--- src/hw/rtl/sla_pkg.sv ---
// ============================================================================
// sla_pkg
// Shared types, constants and the quarter-wave sine table of the stereo
// tremolo block.
// ============================================================================
package sla_pkg;

   // Sample width default and fixed-point constants
   localparam int SAMPLE_BITS_DEF  = 24;
   localparam int SINE_TABLE_DEPTH = 1024;
   localparam int QTAB_SIZE        = SINE_TABLE_DEPTH / 4;
   localparam int QTAB_BITS        = $clog2(QTAB_SIZE);
   localparam int SINE_IDX_BITS    = $clog2(SINE_TABLE_DEPTH);
   localparam int CSR_ADDR_BITS    = 5;

   localparam logic [63:0] Q30_ONE     = 64'd1073741824;
   localparam logic [63:0] HALF_PI_Q30 = 64'd1686629713;

   // Reciprocals for the constant divisions, scaled by 2^36 and rounded down
   localparam logic [31:0] RECIP_254 = 32'd270549121;
   localparam logic [31:0] RECIP_18  = 32'd3817748707;
   localparam int          RECIP_SHIFT = 36;

   // Wave shape codes
   localparam logic [2:0] WAVE_SINE     = 3'd0;
   localparam logic [2:0] WAVE_PULSE    = 3'd1;
   localparam logic [2:0] WAVE_TRI      = 3'd2;
   localparam logic [2:0] WAVE_RAMP     = 3'd3;
   localparam logic [2:0] WAVE_INV_SAW  = 3'd4;

   // Register map
   typedef enum logic [2:0] {
      CSR_PHASE_STEP   = 3'd0,
      CSR_WAVE_SHAPE   = 3'd1,
      CSR_WAVE_POWER   = 3'd2,
      CSR_FLOOR_LEVEL  = 3'd3,
      CSR_STEREO_PHASE = 3'd4,
      CSR_SLUR         = 3'd5,
      CSR_GAIN         = 3'd6
   } csr_index_type;

   typedef struct packed {
      logic [31:0] phase_step;
      logic [2:0]  wave_shape;
      logic [3:0]  wave_power;
      logic [7:0]  floor_level;
      logic [11:0] stereo_phase;
      logic [7:0]  slur;
      logic [7:0]  gain;
   } sla_cfg_type;

   // Datapath operations issued by the controller
   typedef enum logic [3:0] {
      OP_NONE,
      OP_START,
      OP_OSC,
      OP_SQR,
      OP_NUMA,
      OP_DIVM,
      OP_DIVF,
      OP_NUMB,
      OP_NUMC1,
      OP_NUMC2,
      OP_SCALE,
      OP_SAT,
      OP_LOAD
   } sla_op_type;

   typedef struct packed {
      sla_op_type op;
      logic       chan;    // 0 left, 1 right
      logic       div18;   // divide by 18 instead of 254
   } sla_cmd_type;

   // sin(r * pi/2 / 2^30) in Q30 by a short Taylor series
   function automatic logic [63:0] quarter_sine(input logic [63:0] r);
      logic [63:0] x;
      logic [63:0] x2;
      logic [63:0] t;
      x  = (r * HALF_PI_Q30) >> 30;
      x2 = (x * x) >> 30;
      t  = Q30_ONE;
      t  = Q30_ONE - ((x2 * t) >> 30) / 64'd156;
      t  = Q30_ONE - ((x2 * t) >> 30) / 64'd110;
      t  = Q30_ONE - ((x2 * t) >> 30) / 64'd72;
      t  = Q30_ONE - ((x2 * t) >> 30) / 64'd42;
      t  = Q30_ONE - ((x2 * t) >> 30) / 64'd20;
      t  = Q30_ONE - ((x2 * t) >> 30) / 64'd6;
      return (x * t) >> 30;
   endfunction

   // Entry k-1 holds the clamped quarter sine at k/QTAB_SIZE of a quarter cycle
   typedef logic [30:0] qsine_tab_type [QTAB_SIZE];

   function automatic qsine_tab_type qsine_build();
      qsine_tab_type tab;
      logic [63:0]   s;
      for (int k = 1; k <= QTAB_SIZE; k++) begin
         s = quarter_sine(64'(k) << (30 - QTAB_BITS));
         if (s > Q30_ONE) begin
            s = Q30_ONE;
         end
         tab[k-1] = s[30:0];
      end
      return tab;
   endfunction

   localparam qsine_tab_type QSINE_TAB = qsine_build();

endpackage

--- src/hw/rtl/sla_csr.sv ---
// ============================================================================
// sla_csr
// Configuration registers behind an APB-style write/read port.
// ============================================================================
module sla_csr (
   input  logic                               clock,
   input  logic                               reset,
   input  logic                               psel,
   input  logic                               penable,
   input  logic                               pwrite,
   input  logic [sla_pkg::CSR_ADDR_BITS-1:0]  paddr,
   input  logic [31:0]                        pwdata,
   output logic [31:0]                        prdata,
   output logic                               pready,
   output sla_pkg::sla_cfg_type               cfg
);
   import sla_pkg::*;

   sla_cfg_type   cfg_ff;
   sla_cfg_type   cfg_in;
   csr_index_type idx;
   logic          wr_en;

   assign idx    = csr_index_type'(paddr[CSR_ADDR_BITS-1:2]);
   assign wr_en  = psel && penable && pwrite;
   assign pready = 1'b1;
   assign cfg    = cfg_ff;

   // Decode the write into the addressed field
   always_comb begin
      cfg_in = cfg_ff;
      if (wr_en) begin
         case (idx)
            CSR_PHASE_STEP:   cfg_in.phase_step   = pwdata;
            CSR_WAVE_SHAPE:   cfg_in.wave_shape   = pwdata[2:0];
            CSR_WAVE_POWER:   cfg_in.wave_power   = pwdata[3:0];
            CSR_FLOOR_LEVEL:  cfg_in.floor_level  = pwdata[7:0];
            CSR_STEREO_PHASE: cfg_in.stereo_phase = pwdata[11:0];
            CSR_SLUR:         cfg_in.slur         = pwdata[7:0];
            CSR_GAIN:         cfg_in.gain         = pwdata[7:0];
            default:          cfg_in = cfg_ff;
         endcase
      end
   end

   always_ff @(posedge clock) begin
      if (reset) begin
         cfg_ff.phase_step   <= 32'd97391;
         cfg_ff.wave_shape   <= WAVE_SINE;
         cfg_ff.wave_power   <= 4'd1;
         cfg_ff.floor_level  <= 8'd0;
         cfg_ff.stereo_phase <= 12'd1024;
         cfg_ff.slur         <= 8'd242;
         cfg_ff.gain         <= 8'd18;
      end else begin
         cfg_ff <= cfg_in;
      end
   end

   // Read back
   always_comb begin
      case (idx)
         CSR_PHASE_STEP:   prdata = cfg_ff.phase_step;
         CSR_WAVE_SHAPE:   prdata = {29'd0, cfg_ff.wave_shape};
         CSR_WAVE_POWER:   prdata = {28'd0, cfg_ff.wave_power};
         CSR_FLOOR_LEVEL:  prdata = {24'd0, cfg_ff.floor_level};
         CSR_STEREO_PHASE: prdata = {20'd0, cfg_ff.stereo_phase};
         CSR_SLUR:         prdata = {24'd0, cfg_ff.slur};
         CSR_GAIN:         prdata = {24'd0, cfg_ff.gain};
         default:          prdata = 32'd0;
      endcase
   end

endmodule

--- config.mk ---
export PLATFORM = sky130hd
export DESIGN_NAME = sla_csr
export DESIGN_NICKNAME = d
export VERILOG_FILES = /design/src/hw/rtl/sla_pkg.sv /design/src/hw/rtl/sla_csr.sv
export SDC_FILE = /design/constraint.sdc
export NUM_CORES = 1
export LEC_CHECK = 0
export BUFFER_PORTS_ARGS = -buffer_cell sky130_fd_sc_hd__buf_2
export CAP_MARGIN = 20
export CORE_ASPECT_RATIO = 1.1
export CORE_MARGIN = 3
export CORE_UTILIZATION = 45
export CTS_BUF_LIST = sky130_fd_sc_hd__clkbuf_4
export CTS_CLUSTER_DIAMETER = 150
export DETAILED_ROUTE_END_ITERATION = 6
export GPL_TIMING_DRIVEN = 0
export HOLD_SLACK_MARGIN = 0.05
export PLACE_DENSITY = 0.83
export SYNTH_ARGS = -nofsm -noshare
export SYNTH_HDL_FRONTEND = slang
export SYNTH_SLANG_ARGS = --single-unit
--- constraint.sdc ---
create_clock -name clock -period 1.78 [get_ports clock]
set_input_delay 0.267 -clock clock [delete_from_list [all_inputs] [get_ports clock]]
set_output_delay 0.267 -clock clock [all_outputs]
set_load 0.01 [all_outputs]
==> results.md <==
- The flow ran to the end, but the final reports show violations.
- The checks that failed: setup timing.
- The global-route wire length before repair is 18230 um.
- Routability-driven placement finished with a final weighted congestion of 0.8932.
- The number of antenna violations at the first check in global routing is 0.
- The share of total power dissipated in the clock network is 0.282.
- The count of mapped cells out of synthesis is 410.
- The aggregate global-route resource usage is 0.2455.
- The summed area of non-filler cells in the final layout is 4808 sq um.
- The worst path in the final design needs a cycle of 1.862 ns, including I/O delays and setup.
- The worst endpoint data arrival time is 1.59 ns.
- The proportion of layout cells with a drive suffix above 1 is 0.3671.
- The sort of element at the end of the critical path is a primary output.
- The clock reaches the later pin of the worst-skew pair after 0.41 ns.
- The power per standard cell area is 609.6 nW/um^2.
- The core region is 7998 sq um.
- The average wire per cell in the routed design is 17.31 um.
- The number of clock sinks seen by CTS is 75.
- The share of the yosys chip area belonging to registers is 0.3999.
- The total wirelength of the detailed-routed design is 11770 um.
- Of the total power, combinational logic draws 0.138.
- For this run, asynchronously set or reset flops after synthesis account for 0.
- After floorplanning, the core was divided into 34 placement rows.
- The average vias per placed instance is 5.456.
- Setup slack on the critical path of the routed design comes to -0.08162 ns.
- The worst clock skew on the final layout is 0 ns.
- The remaining max-slew budget at the tightest pin is 0.5530.
- The H-tree generated during clock tree synthesis spans 3 levels.
- In this run the remaining antenna-violating nets after routing total 0.
- The power dissipated by switching net loads is 0.8154 mW.
- The total setup violations reported at the end of the flow is 2.
- The internal power of the cells is 2.116 mW.
- For this run, the top clock speed supported by timing is 0.5372 GHz.
- The routed layout has 3710 vias.
- The die covers 9478 sq um.
- The static leakage is 2.175 nW.
- The clock tree from TritonCTS is yes.
- Clock-pin slew was measured on the worst setup and hold paths at 0.12 ns.
- In the final timing run, aggregate negative setup slack is -0.08845 ns.
- A synthesized cell averages 9.158 sq um.
- The class of the most critical hold timing path is in -> reg.
- The root buffer cell chosen for the clock tree is clkbuf_4.
- Leaving out fill and tap cells, the most frequent cells in the layout are buf_2 (153), mux2i_1 (66), dfxtp_1 (66), nand2b_1 (57), nor2_1 (37).
- The setup path with the least slack is of type reg -> out.
- The maximum number of pins on one net before global-route repair is 12.
- The number of design rule violations left after detail routing is 0.
- The count of cells in the finished layout, fillers not included, comes to 680.
- The number of global-route vias before repair is 3567.
- The clock passes through at most 2 buffers.
- The category of the worst setup path launch point is a flop.
- The sequential cell fraction of total power is 0.580.
- The total instance count after detailed placement is 662.
- The total of max-cap violations is 0.
- The period utilization is 1.046.
- The wire-length estimate of the detail-placed layout is 8791 um.
- Of the total power, the share spent switching nets is 0.2782.
- The first detailed-routing pass took 5 iterations.
- The flip-flop count of the largest register after layout is 75.
- Global routing finished with a remaining overflow of 0.
- The most common cell after layout, fill and taps aside is buf_2.
- Setup repair after global routing could not meet its margin everywhere.
- The die height is 101.8 um.
- The number of synthesized register bits is 75.
- At the pin with the least slew margin, the transition time is 0.6704 ns.
- The signed area change from the synthesized netlist to the final layout is 28.06%.
- The die outline width is 93.10 um.
- The initial core utilization is 0.4695.
- The required time at the worst-slack endpoint is 1.51 ns.
- The area of placed instances is 4611 sq um.
- The net count reported at finish is 612.
- The number of buffer cells added on primary ports is 144.
- The main flop type after synthesis is dfxtp_1.
- The overall power is 2.931 mW.
- The number of nets produced by synthesis is 452.
- Measured on the finished design, the core utilization comes to 0.6012.
- The netlist uses 35 different library cells.
- Hold repair after CTS inserted 0 buffers.
- The post-synth design cell area is 3755 sq um.
- The worst-case IR drop observed on VDD is 331.8 uV.
- The iteration-0 DRC count of the detailed router is 263.
- The number of hold violations in the final report came to 0.
- The max-slew violation total from the final report is 0.
- Counting flops with a built-in enable in the synthesized netlist gives 0.
- The number of antenna diodes is 0.
- Along the worst path, the maximum fanout reaches 3.
- The number of placed I/O pins is 150.
- The number of CTS-inserted buffers is 9.
- The Yosys step of the flow raised 0 warnings.
-- critical path, cell delays in order (launching register included) --
cell,delay [ns]
dfxtp_1,0.35
mux4_2,0.44
mux2_2,0.28
buf_6,0.12
-- what timing repair did --
action / in CTS / in global routing
gates cloned: 0 / 0
pin swaps: 0 / 3
resized for setup: 11 / 14
buffers inserted: 1 / 4
setup endpoints to repair: 14 / 28
-- per-layer routing --
metal	track usage	routed length, um
met1	0.3034	4805
met2	0.4072	5583
met3	0.05795	1062
met4	0.1127	316
met5	0	0
-- area by class of cell --
cell class / instances / area (sq um)
sequential: 75 / 1513
fill: 753 / 3189
tap: 108 / 135.1
multi-input combinational: 298 / 2086
inverter: 2 / 7.507
buffer: 35 / 214.0
clock inverter: 4 / 21.27
timing repair buffer: 149 / 764.5
clock buffer: 9 / 67.56
-- cell families (layout without fill, tap and decap cells) --
group | after synthesis | count (layout) | share of synthesized area
AND/OR/NAND/NOR | 160 | 160 | 0.2453
flip-flops | 75 | 75 | 0.3999
buffers and inverters | 37 | 199 | 0.05765
multiplexers | 69 | 69 | 0.1879
other | 1 | 1 | 0.0009987
AO/OA/AOI/OAI | 68 | 68 | 0.1083
-- power by group through the flow --
| stage | Clock, mW | Combinational, mW | Sequential [mW] |
|---|---|---|---|
| global placement | 0 | 0.377 | 1.74 |
| detailed placement | 0 | 0.383 | 1.74 |
| CTS | 0.839 | 0.393 | 1.70 |
| floorplan | 0 | 0.220 | 1.74 |
| finish | 0.825 | 0.405 | 1.70 |
| global route | 0.922 | 0.432 | 1.70 |
-- through the flow --
stage	hold WS [ns]	setup slack, ns
detailed placement	0.4761	-0.06119
floorplan	0.4147	0.2691
global placement	0.4682	-0.01428
finish	0.1004	-0.08162
global route	0.07366	-0.1439
CTS	0.07908	-0.1059
-- cell usage after synthesis (2+ instances only) --
cell type / count / area share
a21oi_1: 19 / 0.025
a221oi_1: 7 / 0.016
a2bb2oi_1: 5 / 0.012
and2_1: 21 / 0.035
buf_2: 10 / 0.013
buf_4: 3 / 0.0060
buf_6: 7 / 0.021
clkbuf_1: 13 / 0.013
dfxtp_1: 75 / 0.40
inv_1: 2 / 0.0020
mux2_2: 2 / 0.0060
mux2i_1: 66 / 0.18
nand2_1: 2 / 0.0020
nand2b_1: 57 / 0.095
nand3_1: 14 / 0.019
nor2_1: 37 / 0.037
nor2b_1: 13 / 0.022
nor3_1: 6 / 0.0080
o21ai_0: 32 / 0.043
o221a_2: 2 / 0.0060
o31ai_1: 2 / 0.0040
or3_1: 2 / 0.0033
-- worst paths after layout --
kind / to / from / slack, ns / cells after the start
max: prdata[1] / cfg[41] / -0.08 / 3
min: cfg[68] / pwdata[25] / 0.10 / 3
max reg2reg: cfg[9] / cfg[9] / 0.97 / 3
min reg2reg: cfg[8] / cfg[8] / 0.49 / 2
(Power assumes the default switching activity.)
