<file path="src/hw/rtl/sla_pkg.sv">
// ============================================================================
// sla_pkg
// Shared types, constants and the quarter-wave sine table of the stereo
// tremolo block.
// ============================================================================
package sla_pkg;

   // Sample width default and fixed-point constants
   localparam int SAMPLE_BITS_DEF  = 24;
   localparam int SINE_TABLE_DEPTH = 1024;
   localparam int QTAB_SIZE        = SINE_TABLE_DEPTH / 4;
   localparam int QTAB_BITS        = $clog2(QTAB_SIZE);
   localparam int SINE_IDX_BITS    = $clog2(SINE_TABLE_DEPTH);
   localparam int CSR_ADDR_BITS    = 5;

   localparam logic [63:0] Q30_ONE     = 64'd1073741824;
   localparam logic [63:0] HALF_PI_Q30 = 64'd1686629713;

   // Reciprocals for the constant divisions, scaled by 2^36 and rounded down
   localparam logic [31:0] RECIP_254 = 32'd270549121;
   localparam logic [31:0] RECIP_18  = 32'd3817748707;
   localparam int          RECIP_SHIFT = 36;

   // Wave shape codes
   localparam logic [2:0] WAVE_SINE     = 3'd0;
   localparam logic [2:0] WAVE_PULSE    = 3'd1;
   localparam logic [2:0] WAVE_TRI      = 3'd2;
   localparam logic [2:0] WAVE_RAMP     = 3'd3;
   localparam logic [2:0] WAVE_INV_SAW  = 3'd4;

   // Register map
   typedef enum logic [2:0] {
      CSR_PHASE_STEP   = 3'd0,
      CSR_WAVE_SHAPE   = 3'd1,
      CSR_WAVE_POWER   = 3'd2,
      CSR_FLOOR_LEVEL  = 3'd3,
      CSR_STEREO_PHASE = 3'd4,
      CSR_SLUR         = 3'd5,
      CSR_GAIN         = 3'd6
   } csr_index_type;

   typedef struct packed {
      logic [31:0] phase_step;
      logic [2:0]  wave_shape;
      logic [3:0]  wave_power;
      logic [7:0]  floor_level;
      logic [11:0] stereo_phase;
      logic [7:0]  slur;
      logic [7:0]  gain;
   } sla_cfg_type;

   // Datapath operations issued by the controller
   typedef enum logic [3:0] {
      OP_NONE,
      OP_START,
      OP_OSC,
      OP_SQR,
      OP_NUMA,
      OP_DIVM,
      OP_DIVF,
      OP_NUMB,
      OP_NUMC1,
      OP_NUMC2,
      OP_SCALE,
      OP_SAT,
      OP_LOAD
   } sla_op_type;

   typedef struct packed {
      sla_op_type op;
      logic       chan;    // 0 left, 1 right
      logic       div18;   // divide by 18 instead of 254
   } sla_cmd_type;

   // sin(r * pi/2 / 2^30) in Q30 by a short Taylor series
   function automatic logic [63:0] quarter_sine(input logic [63:0] r);
      logic [63:0] x;
      logic [63:0] x2;
      logic [63:0] t;
      x  = (r * HALF_PI_Q30) >> 30;
      x2 = (x * x) >> 30;
      t  = Q30_ONE;
      t  = Q30_ONE - ((x2 * t) >> 30) / 64'd156;
      t  = Q30_ONE - ((x2 * t) >> 30) / 64'd110;
      t  = Q30_ONE - ((x2 * t) >> 30) / 64'd72;
      t  = Q30_ONE - ((x2 * t) >> 30) / 64'd42;
      t  = Q30_ONE - ((x2 * t) >> 30) / 64'd20;
      t  = Q30_ONE - ((x2 * t) >> 30) / 64'd6;
      return (x * t) >> 30;
   endfunction

   // Entry k-1 holds the clamped quarter sine at k/QTAB_SIZE of a quarter cycle
   typedef logic [30:0] qsine_tab_type [QTAB_SIZE];

   function automatic qsine_tab_type qsine_build();
      qsine_tab_type tab;
      logic [63:0]   s;
      for (int k = 1; k <= QTAB_SIZE; k++) begin
         s = quarter_sine(64'(k) << (30 - QTAB_BITS));
         if (s > Q30_ONE) begin
            s = Q30_ONE;
         end
         tab[k-1] = s[30:0];
      end
      return tab;
   endfunction

   localparam qsine_tab_type QSINE_TAB = qsine_build();

endpackage

</file>
<file path="src/hw/rtl/sla_ctrl.sv">
// ============================================================================
// sla_ctrl
// Sequencer: steps the datapath through oscillator, squaring, floor, gain,
// slur and scaling for the left then the right channel.
// ============================================================================
module sla_ctrl (
   input  logic                 clock,
   input  logic                 reset,
   input  sla_pkg::sla_cfg_type cfg,
   input  logic                 req_valid,
   output logic                 req_ready,
   output logic                 rsp_valid,
   input  logic                 rsp_ready,
   output sla_pkg::sla_cmd_type cmd
);
   import sla_pkg::*;

   typedef enum logic [3:0] {
      ST_IDLE, ST_OSC, ST_SQR, ST_NUMA, ST_DIVM, ST_DIVF, ST_NUMB,
      ST_NUMC1, ST_NUMC2, ST_SCALE, ST_SAT, ST_DONE
   } state_type;

   typedef enum logic [1:0] {DIV_A, DIV_B, DIV_C} div_stage_type;

   state_type     state_ff, state_in;
   div_stage_type stage_ff, stage_in;
   logic          chan_ff, chan_in;
   logic [3:0]    cnt_ff, cnt_in;
   logic          rsp_valid_ff, rsp_valid_in;
   logic          accept;
   logic          load_ok;

   assign req_ready = (state_ff == ST_IDLE);
   assign accept    = req_valid && req_ready;
   assign load_ok   = !rsp_valid_ff || rsp_ready;
   assign rsp_valid = rsp_valid_ff;

   // Command for the current step
   always_comb begin
      cmd.chan  = chan_ff;
      cmd.div18 = (stage_ff == DIV_B);
      case (state_ff)
         ST_IDLE:  cmd.op = accept ? OP_START : OP_NONE;
         ST_OSC:   cmd.op = OP_OSC;
         ST_SQR:   cmd.op = OP_SQR;
         ST_NUMA:  cmd.op = OP_NUMA;
         ST_DIVM:  cmd.op = OP_DIVM;
         ST_DIVF:  cmd.op = OP_DIVF;
         ST_NUMB:  cmd.op = OP_NUMB;
         ST_NUMC1: cmd.op = OP_NUMC1;
         ST_NUMC2: cmd.op = OP_NUMC2;
         ST_SCALE: cmd.op = OP_SCALE;
         ST_SAT:   cmd.op = OP_SAT;
         ST_DONE:  cmd.op = load_ok ? OP_LOAD : OP_NONE;
         default:  cmd.op = OP_NONE;
      endcase
   end

   // Next state
   always_comb begin
      state_in     = state_ff;
      stage_in     = stage_ff;
      chan_in      = chan_ff;
      cnt_in       = cnt_ff;
      rsp_valid_in = rsp_valid_ff;
      if (rsp_valid_ff && rsp_ready) begin
         rsp_valid_in = 1'b0;
      end
      case (state_ff)
         ST_IDLE: begin
            if (accept) begin
               state_in = ST_OSC;
               chan_in  = 1'b0;
            end
         end
         ST_OSC: begin
            cnt_in = cfg.wave_power - 4'd1;
            if (cfg.wave_shape == WAVE_PULSE || cfg.wave_power < 4'd2) begin
               state_in = ST_NUMA;
            end else begin
               state_in = ST_SQR;
            end
         end
         ST_SQR: begin
            cnt_in = cnt_ff - 4'd1;
            if (cnt_ff == 4'd1) begin
               state_in = ST_NUMA;
            end
         end
         ST_NUMA: begin
            state_in = ST_DIVM;
            stage_in = DIV_A;
         end
         ST_DIVM: state_in = ST_DIVF;
         ST_DIVF: begin
            case (stage_ff)
               DIV_A:   state_in = ST_NUMB;
               DIV_B:   state_in = ST_NUMC1;
               default: state_in = ST_SCALE;
            endcase
         end
         ST_NUMB: begin
            state_in = ST_DIVM;
            stage_in = DIV_B;
         end
         ST_NUMC1: state_in = ST_NUMC2;
         ST_NUMC2: begin
            state_in = ST_DIVM;
            stage_in = DIV_C;
         end
         ST_SCALE: state_in = ST_SAT;
         ST_SAT: begin
            if (!chan_ff) begin
               chan_in  = 1'b1;
               state_in = ST_OSC;
            end else begin
               state_in = ST_DONE;
            end
         end
         ST_DONE: begin
            if (load_ok) begin
               rsp_valid_in = 1'b1;
               state_in     = ST_IDLE;
            end
         end
         default: state_in = ST_IDLE;
      endcase
   end

   always_ff @(posedge clock) begin
      if (reset) begin
         state_ff     <= ST_IDLE;
         stage_ff     <= DIV_A;
         chan_ff      <= 1'b0;
         cnt_ff       <= 4'd0;
         rsp_valid_ff <= 1'b0;
      end else begin
         state_ff     <= state_in;
         stage_ff     <= stage_in;
         chan_ff      <= chan_in;
         cnt_ff       <= cnt_in;
         rsp_valid_ff <= rsp_valid_in;
      end
   end

endmodule

</file>
<file path="config.mk">
export PLATFORM = sky130hd
export DESIGN_NAME = sla_ctrl
export DESIGN_NICKNAME = d
export VERILOG_FILES = /design/src/hw/rtl/sla_pkg.sv /design/src/hw/rtl/sla_ctrl.sv
export SDC_FILE = /design/constraint.sdc
export NUM_CORES = 1
export LEC_CHECK = 0
export BUFFER_PORTS_ARGS = -buffer_cell sky130_fd_sc_hd__buf_2
export CAP_MARGIN = 0
export CORE_MARGIN = 4
export CORE_UTILIZATION = 37
export DETAILED_ROUTE_END_ITERATION = 12
export GPL_ROUTABILITY_DRIVEN = 0
export PLACE_DENSITY = 0.88
export SLEW_MARGIN = 20
export SYNTH_ARGS = -nofsm -noshare
export SYNTH_HDL_FRONTEND = slang
export SYNTH_SLANG_ARGS = --single-unit
</file>
<file path="constraint.sdc">
create_clock -name clock -period 2 [get_ports clock]
set_input_delay 0.4 -clock clock [delete_from_list [all_inputs] [get_ports clock]]
set_output_delay 0.4 -clock clock [all_outputs]
set_load 0.01 [all_outputs]
</file>
==> results.ini, run 1 <==
[power_and_ir_drop]
ir_worst_vdd_uv = 789
p_comb_share_pct = 57.1
netSwitchingFraction_pct = 44.7
p_seq_share_pct = 28.8
p_per_area_nw_per_um2 = 1320
power.internal_w = 0.000795
leakagePower_nw = 0.446
p_switching_w = 0.000643
pwr-share-clk_pct = 14.1

[drt]
wirelength_um = 2380
routedWlPerCell_um = 13.5
viasPerCell = 5.66
routed-via-count = 997
dr.first_iter.drc_count = 18
first_pass_iters = 4
drtAntennaViolNets = 0
drc = 0

[sta]
slew_headroom_pct = 66.1
setup_violations = 0
holdWs_ns = 0.454
rsz0062_at_grt = no
period_share_pct = 94.3
fin_ws_ns = 0.114
tightestPinTransition_ns = 0.502
timing.final.crit_period_ns = 1.89
fin_skew_ns = 0.00151
max_freq_mhz = 530
finalHoldViolations = 0
tns_ns = 0
slew_viol_final = 0

[logic_synthesis]
synthCells = 130
synth_area_leaders = dfxtp_1 25%, a21oi_1 7.4%, nor2_1 5.2%, o21ai_0 4.2%, ha_1 4.0%
synth_seq_area_share_pct = 25.5
ys_types = 43
netlist.area_leader.share_pct = 25.5
synth.avg_cell_area_um2 = 7.25
synth_top_cell_by_area = dfxtp_1
synth_fp_nets = 212
synth_edf_count = 0
synth_area_um2 = 942
synth_seq_cells = 12
async_reset_ff_share_pct = 0
yosysWarnings = 0
synth_top_flop_cell = dfxtp_1

[placed_design]
io_buffers = 18
place_hpwl_um = 1710
dpl_worst_slack_ns = 0.387
place_inst = 172

[floorplan]
floorplan.initialDensity_pct = 38.4
core_area_um2 = 2450
die_area_um2 = 3420
die_w_um = 58.5
io_pins = 87
floorplan.rows = 18
dieHeight_um = 58.5

[clock_tree]
cts_buffers = 3
cts_buffer_depth = 2
cts_tree = built
clock_latency_ns = 0.28
clock_sinks = 12
postCtsHoldBufs = 0
clk_pin_slew_ns = 0.08
root_buffer = clkbuf_4
h-tree-depth = 1

[finish]
drive_gt1_share_pct = 21.9
diodes = 0
finalNetCount = 229
synthToLayoutAreaGrowth_pct = 15.7
fin_cells = 176

[worst_setup_path]
worstPathArrival_ns = 1.49
critPathLaunchType = flip-flop
critPathCaptureType = output pin
required_ns = 1.60
critPathKind = reg2out
cp_max_fo = 8

[flow_run]
drv_cap = 0

[global_routing]
grt_usage_pct = 14.4
antenna_found_initial = 0
grt_pass1_vias = 883
grt_max_degree = 15
grt_pass1_wl_um = 3880
grt.overflow.total = 0

[status]
run_status = finished clean

[worst_hold_path]
min_path_type = in2reg

area by class of cell:
cell class / count / area (um2)
fillers: 257 / 1370
multi-input cells: 98 / 611
flip-flops and latches: 12 / 240
repair buffers: 24 / 135
well taps: 30 / 37.5
clock buffers: 4 / 36.3
inverters: 8 / 30.0
worst paths after layout:
kind	depth (start not counted)	start	to	slack, ns
worst max register to register	4	state_ff[1]$_SDFFE_PP0P_	cnt_ff[3]$_SDFFE_PP0P_	0.34
worst min-delay path	2	reset	state_ff[2]$_SDFFE_PP0P_	0.45
worst min register to register	2	cnt_ff[3]$_SDFFE_PP0P_	cnt_ff[3]$_SDFFE_PP0P_	0.48
worst max-delay path	4	state_ff[1]$_SDFFE_PP0P_	cmd[5]	0.11
worst max-delay path: stages (launching register included):
cell,delay [ns]
dfxtp_1,0.52
nand2_2,0.20
nor2_1,0.23
o22ai_1,0.11
buf_2,0.15
through the flow:
| step | utilization [%] | area (um2) | total power, W |
|---|---|---|---|
| final | 44.4 | 1090 | 0.00144 |
| after global routing | 44.4 | 1090 | 0.00157 |
| after CTS | 44.3 | 1090 | 0.00144 |
| after detailed placement | 42.8 | 1050 | 0.00123 |
| after global placement | 42.8 | 1050 | 0.00121 |
| after floorplan | - | 942 | 0.00102 |
placed cells by master (no fill, tap or decap), drive strengths merged, types with 2 or more instances in the layout:
cell     netlist  routed
a211oi         4       4
a21oi         14      14
a2bb2oi        2       2
buf            7      24
clkbuf         5       4
dfxtp         12      12
ha             3       3
inv            7       7
nand2          8       8
nand2b         4       4
nand3          3       3
nand3b         2       2
nor2          13      13
nor2b          2       2
nor3           5       5
nor3b          3       3
nor4           3       3
o21a           2       2
o21ai          9       9
o22ai          2       2
xnor2          3       3
synth_stat cells (2+ instances only):
library cell  number
nor2_1            13
xnor2_1            3
nor3_1             5
nor2b_1            2
ha_1               3
nand2_1            8
buf_2              3
nor3b_1            2
a21oi_1           14
o22ai_1            2
o21a_1             2
o21ai_0            8
dfxtp_1           12
nand3b_1           2
nand2b_1           4
nor4_1             3
a2bb2oi_1          2
inv_1              7
buf_4              2
a211oi_1           4
nand3_1            3
clkbuf_1           5
state kept, by name, summed over array words and instances, names as in the netlist:
name	count
cnt_ff	4
state_ff	4
chan_ff	1
stage_ff	2
rsp_valid	1
cell families after synthesis:
kind of cell	Yosys count	synth area share, %
flip-flops	12	25.5
multiplexers	2	2.26
AO/OA/AOI/OAI	42	28.2
buffers and inverters	20	9.96
AND/OR/NAND/NOR	47	26.4
adder cells (fa/ha/maj)	3	3.98
XOR/XNOR	4	3.72
per-layer routing:
layer  track usage, %  vias up  wire [um]
met1             18.5      466       1080
met2             23.4       35       1090
met5                0        -          0
li1                 -      494          -
met4             2.98        0         14
met3             4.82        2        199
power groups by stage:
stage               Clock, W  Sequential, W  Combinational [W]
finish              0.000202       0.000415           0.000821
global route        0.000224       0.000427           0.000917
CTS                 0.000209       0.000408           0.000824
detailed placement         0       0.000414           0.000820
global placement           0       0.000411           0.000799
floorplan                  0       0.000352           0.000671
timing repair:
action	4_1_cts	5_1_grt
gates resized for setup	0	1
setup endpoints to repair	0	2
buffers inserted	0	0
Power figures use the tool's default switching activity.
==> run 2: changes to the inputs <==
--- a/config.mk
+++ b/config.mk
@@ -5,13 +5,14 @@
 export SDC_FILE = /design/constraint.sdc
 export NUM_CORES = 1
 export LEC_CHECK = 0
+export ABC_AREA = 1
 export BUFFER_PORTS_ARGS = -buffer_cell sky130_fd_sc_hd__buf_2
 export CAP_MARGIN = 0
 export CORE_MARGIN = 4
-export CORE_UTILIZATION = 37
+export CORE_UTILIZATION = 35
 export DETAILED_ROUTE_END_ITERATION = 12
 export GPL_ROUTABILITY_DRIVEN = 0
-export PLACE_DENSITY = 0.88
+export PLACE_DENSITY = 0.83
 export SLEW_MARGIN = 20
 export SYNTH_ARGS = -nofsm -noshare
 export SYNTH_HDL_FRONTEND = slang
==> run 2 against run 1 <==
Effect of this change:
- sequential share of layout area is 2.7 points higher
- critical path depth is 1 higher
- flip-flop and latch count did not move
- critical path type unchanged
- critical endpoint is now cmd[4]
==> results.ini, run 2 <==
[status]
run_status = finished clean

[floorplan]
io_pins = 87
core_area_um2 = 2250
die_area_um2 = 3250
die_w_um = 57.0
floorplan.rows = 17
dieHeight_um = 57.0
floorplan.initialDensity_pct = 37.2

[logic_synthesis]
synth_commonest_cells = 32 x nand2_1, 26 x inv_1, 16 x nor2_1, 12 x dfxtp_1
synth_top_flop_cell = dfxtp_1
yosys.area_share.simple_pct = 33.5
synth_fa_ha_area_share_pct = 4.47
synth_edf_count = 0
synth_top_cell_by_area = dfxtp_1
synth_seq_cells = 12
netlist.area_leader.share_pct = 28.6
yosysWarnings = 0
ys_types = 20
synth_top_family_by_area = simple AND/OR/NAND/NOR gates
synth_seq_area_share_pct = 28.6
synth_xor_area_share_pct = 3.13
yosysMostFrequentCell = nand2_1
synth.avg_cell_area_um2 = 6.13
async_reset_ff_share_pct = 0
synth_fp_nets = 219
synth_area_um2 = 840
synthCells = 137
synth_area_leaders = dfxtp_1 29%, nand2_1 14%, inv_1 12%, nor2_1 7.2%, nand3_1 6.0%
yosys-mux-area-fraction_pct = 0
synth_compound_area_share_pct = 16.8

[worst_setup_path]
worstPathArrival_ns = 1.43
cp_slowest_cell = dfxtp_1
critPathLaunchType = flip-flop
slowest_delay_ns = 0.47
crit_start = state_ff[3]$_SDFFE_PP0P_
required_ns = 1.60
worstReg2RegStart = state_ff[3]$_SDFFE_PP0P_
path_cells = nand2_1 -> nor2_1 -> inv_1 -> o21ai_0 -> buf_2
critPathKind = reg2out
critPathCaptureType = output pin
cp_max_fo = 5

[global_routing]
antenna_found_initial = 0
grt_pass1_wl_um = 3350
grt_usage_pct = 12.7
grt_pass1_vias = 817
grt.overflow.total = 0
grt_max_degree = 8

[placed_design]
place_hpwl_um = 1560
io_buffers = 18
dpl_worst_slack_ns = 0.380
place_inst = 182

[finish]
synthToLayoutAreaGrowth_pct = 17.0
fill_cells = 252
diodes = 0
finalNetCount = 241
final_common_cell = nand2_1
final-seq-area_um2 = 243
fin_cells = 185
final_util_pct = 43.6
most-common-layout-cells = 32 x nand2_1, 26 x inv_1, 18 x buf_2, 16 x nor2_1
largestRegisters = cnt_ff x4, state_ff x4, stage_ff x2
multi_input_area_um2 = 487
drive_gt1_share_pct = 19.7

[power_and_ir_drop]
p_per_area_nw_per_um2 = 1240
leakagePower_nw = 0.519
ir_worst_vdd_uv = 554

[drt]
first_pass_iters = 4
routed-via-count = 886
drc = 0
dr.first_iter.drc_count = 44
drtAntennaViolNets = 0
routedWlPerCell_um = 10.2
viasPerCell = 4.79
wirelength_um = 1890

[sta]
fin_skew_ns = 0.00420
tightestPinTransition_ns = 0.260
fin_ws_ns = 0.173
setup_violations = 0
timing.final.crit_period_ns = 1.83
finalHoldViolations = 0
period_share_pct = 91.4
rsz0062_at_grt = no
max_freq_mhz = 547
slew_viol_final = 0
slew_headroom_pct = 82.6
tns_ns = 0

[clock_tree]
clock_sinks = 12
root_buffer = clkbuf_4
clk_pin_slew_ns = 0.07
cts_buffer_depth = 2
post_cts_buffers = 0
h-tree-depth = 1
postCtsHoldBufs = 0
cts_buffers = 3
clock_latency_ns = 0.27
cts_tree = built

[worst_hold_path]
min_path_type = in2reg
hp-start = reset

[flow_run]
drv_cap = 0

run 2: layout make-up:
cell class,instances,area share [%]
multi-input cells,96,49.6
flip-flops and latches,12,24.7
inverters,28,10.7
repair buffers,18,9.17
well taps,28,3.57
clock buffers,3,2.29
run 2: per-layer routing:
metal / vias up / GRT usage, % / part of all wire (%)
li1: 470 / - / -
met1: 391 / 16.7 / 47
met2: 19 / 19.6 / 47
met3: 6 / 1.58 / 3.7
met4: 0 / 7.62 / 2.7
met5: - / 0 / 0
run 2: critical path: cells and delay by family (launching register included):
| family | cells | cell delay (ns) |
|---|---|---|
| AO/OA/AOI/OAI | 1 | 0.16 |
| buffers and inverters | 2 | 0.23 |
| flip-flops | 1 | 0.47 |
| AND/OR/NAND/NOR | 2 | 0.31 |
run 2: worst paths after layout:
| path | slack [ns] | to | depth (start not counted) |
|---|---|---|---|
| setup / recovery | 0.17 | cmd[4] | 5 |
| hold / removal | 0.38 | chan_ff$_SDFFE_PP0P_ | 2 |
| setup reg to reg | 0.74 | state_ff[1]$_SDFFE_PP0P_ | 6 |
| hold reg to reg | 0.48 | chan_ff$_SDFFE_PP0P_ | 2 |
run 2: timing repair:
action / in CTS / in global routing
hold endpoints to repair: 0 / 0
resized for setup: 0 / 2
endpoints found under the setup margin: 0 / 1
run 2: cell families after synthesis:
group,after synthesis
AOI/OAI and AO/OA,25
xor gates and xnor gates,3
adders and majority gates,3
buffers and inverters,29
DFF,12
and+or+nand+nor,65
run 2: stage by stage:
step | hold slack, ns | total power [W] | instance area [um2]
2_1_floorplan | 0.446 | 0.000892 | 840
3_3_place_gp | 0.479 | 0.00105 | 957
3_5_place_dp | 0.478 | 0.00106 | 957
4_1_cts | 0.366 | 0.00121 | 980
5_1_grt | 0.411 | 0.00135 | 982
6_report | 0.377 | 0.00122 | 982
run 2: power breakdown:
part	internal, W	total [W]	switching (W)
clock network	0.0000696	0.000147	0.0000775
registers	0.000311	0.000392	0.0000815
logic	0.000260	0.000682	0.000422
total	0.000641	0.00122	0.000581
==> run 3: changes to the inputs <==
--- a/config.mk
+++ b/config.mk
@@ -5,11 +5,10 @@
 export SDC_FILE = /design/constraint.sdc
 export NUM_CORES = 1
 export LEC_CHECK = 0
-export ABC_AREA = 1
 export BUFFER_PORTS_ARGS = -buffer_cell sky130_fd_sc_hd__buf_2
 export CAP_MARGIN = 0
 export CORE_MARGIN = 4
-export CORE_UTILIZATION = 35
+export CORE_UTILIZATION = 37
 export DETAILED_ROUTE_END_ITERATION = 12
 export GPL_ROUTABILITY_DRIVEN = 0
 export PLACE_DENSITY = 0.83
==> run 3 against run 2 <==
Effect of this change:
- sequential share of layout area down 2.2 points
- final cell count down 5.9%
- wire length up 21%
- flip-flop and latch count unchanged
- first-iteration DRC count down 57%
- global-route usage up 1.5 points
- utilization up 0.22 points
- worst setup slack worse by 0.037 ns
- worst hold slack better by 0.076 ns
- count of clock-buffer cells in the layout up 1
- highest routed layer unchanged
- largest power group unchanged
- via count up 12%
- die area up 5.3%
==> results.ini, run 3 (synthesis gave the netlist of run 1 again) <==
[status]
run_status = finished clean

[clock_tree]
cts_tree = built
post_cts_buffers = 0
cts_buffers = 3
clk_pin_slew_ns = 0.08
cts_buffer_depth = 2
clock_sinks = 12
clock_latency_ns = 0.28
h-tree-depth = 1
root_buffer = clkbuf_4

[worst_hold_path]
whs_path_depth = 2
min_path_type = in2reg
hp-start = reset
hold_end = state_ff[2]$_SDFFE_PP0P_

[power_and_ir_drop]
ir_worst_vdd_uv = 817
leakagePower_nw = 0.437
power.total_w = 0.00143
p_per_area_nw_per_um2 = 1330

[finish]
largestRegisters = cnt_ff x4, state_ff x4, stage_ff x2
final_common_cell = buf_2
most-common-layout-cells = 18 x buf_2, 14 x a21oi_1, 13 x nor2_1, 11 x dfxtp_1
drive_gt1_share_pct = 21.5
final_util_pct = 43.8
finalNetCount = 227
synthToLayoutAreaGrowth_pct = 14.1
diodes = 0

[placed_design]
io_buffers = 18
place_hpwl_um = 1680

[worst_setup_path]
timing.reg2reg.setup_slack_ns = 0.34
rr_endpoint = cnt_ff[3]$_SDFFE_PP0P_
worstReg2RegStart = state_ff[1]$_SDFFE_PP0P_
critPathCaptureType = output pin
reg2regPathDepth = 4
cp_max_fo = 8
critPathLaunchType = flip-flop
worstPathArrival_ns = 1.46
required_ns = 1.60
critPathKind = reg2out
crit_start = state_ff[1]$_SDFFE_PP0P_

[drt]
first_pass_iters = 4
drtAntennaViolNets = 0
routedWlPerCell_um = 13.2
routed-via-count = 991
wirelength_um = 2290
dr.first_iter.drc_count = 19
viasPerCell = 5.70
drc = 0

[global_routing]
grt_max_degree = 27
antenna_found_initial = 0
grt_usage_pct = 14.2
grt.overflow.total = 0
grt_pass1_vias = 917
grt_pass1_wl_um = 3830

[sta]
rsz0062_at_grt = no
slew_viol_final = 0
tightestPinTransition_ns = 0.565
slew_headroom_pct = 61.8
max_freq_mhz = 536
timing.final.crit_period_ns = 1.86
tns_ns = 0
period_share_pct = 93.2
setup_violations = 0
fin_skew_ns = 0.00234
finalHoldViolations = 0

[floorplan]
io_pins = 87
floorplan.rows = 18
floorplan.initialDensity_pct = 38.4
core_area_um2 = 2450
dieHeight_um = 58.5
die_w_um = 58.5
die_area_um2 = 3420

[flow_run]
drv_cap = 0

[run 3: cell types whose count changed in the layout (fill, tap and decap cells not counted), sizes merged, moves of 3 or more]
cell,before,now
nand2b,0,4
nand3,10,3
nor4,0,3
buf,18,22
nor3,2,5
nor2,21,13
a21oi,9,14
inv,28,7
nor3b,0,3
a211oi,0,4
nand2,32,8
[run 3: what timing repair did]
item / CTS / global route
gates resized for setup: 1 / 1
gates cloned: 0 / 0
endpoints found under the setup margin: 1 / 2
hold buffers: 0 / 0
[run 3: worst max path at each step]
stage / to / slack (ns) / cells past startpoint
final: cmd[5] / 0.14 / 4
after global routing: cmd[4] / 0.03 / 4
after CTS: cmd[4] / 0.05 / 4
after detailed placement: cmd[4] / 0.24 / 4
after global placement: cmd[4] / 0.30 / 4
after floorplan: cnt_ff[3]$_SDFFE_PP0P_ / 0.46 / 6
[run 3: final cells by class]
class	count	area [um2]
fillers	256	1380
multi-input cells	98	608
flip-flops and latches	12	241
repair buffers	22	120
well taps	30	37.5
clock buffers	4	36.3
inverters	8	31.3
[run 3: power breakdown]
group	switching (W)	total [W]	leakage, nW	internal, W
registers	0.000101	0.000411	0.0983	0.000310
clock network	0.0000850	0.000196	0.0210	0.000111
logic	0.000457	0.000824	0.317	0.000367
[run 3: per-layer routing]
metal	track usage (%)	wire, um	vias up
li1	-	-	491
met1	16.9	1090	463
met2	24.6	1060	32
met3	4.39	123	5
met4	3.64	21	0
met5	0	0	-
[run 3: worst max-delay path, stage by stage, from the launching register on]
cell	delay, ns
dfxtp_1	0.47
nand2_1	0.24
nor2_1	0.22
o22ai_1	0.11
buf_2	0.15
[run 3: metrics by stage]
stage / hold slack (ns) / instance area [um2] / setup WS, ns / cells
2_1_floorplan: 0.445 / 942 / 0.458 / 130
3_3_place_gp: 0.459 / 1040 / 0.298 / 170
3_5_place_dp: 0.460 / 1040 / 0.236 / 170
4_1_cts: 0.443 / 1070 / 0.0523 / 174
5_1_grt: 0.468 / 1070 / 0.0320 / 174
6_report: 0.453 / 1070 / 0.136 / 174
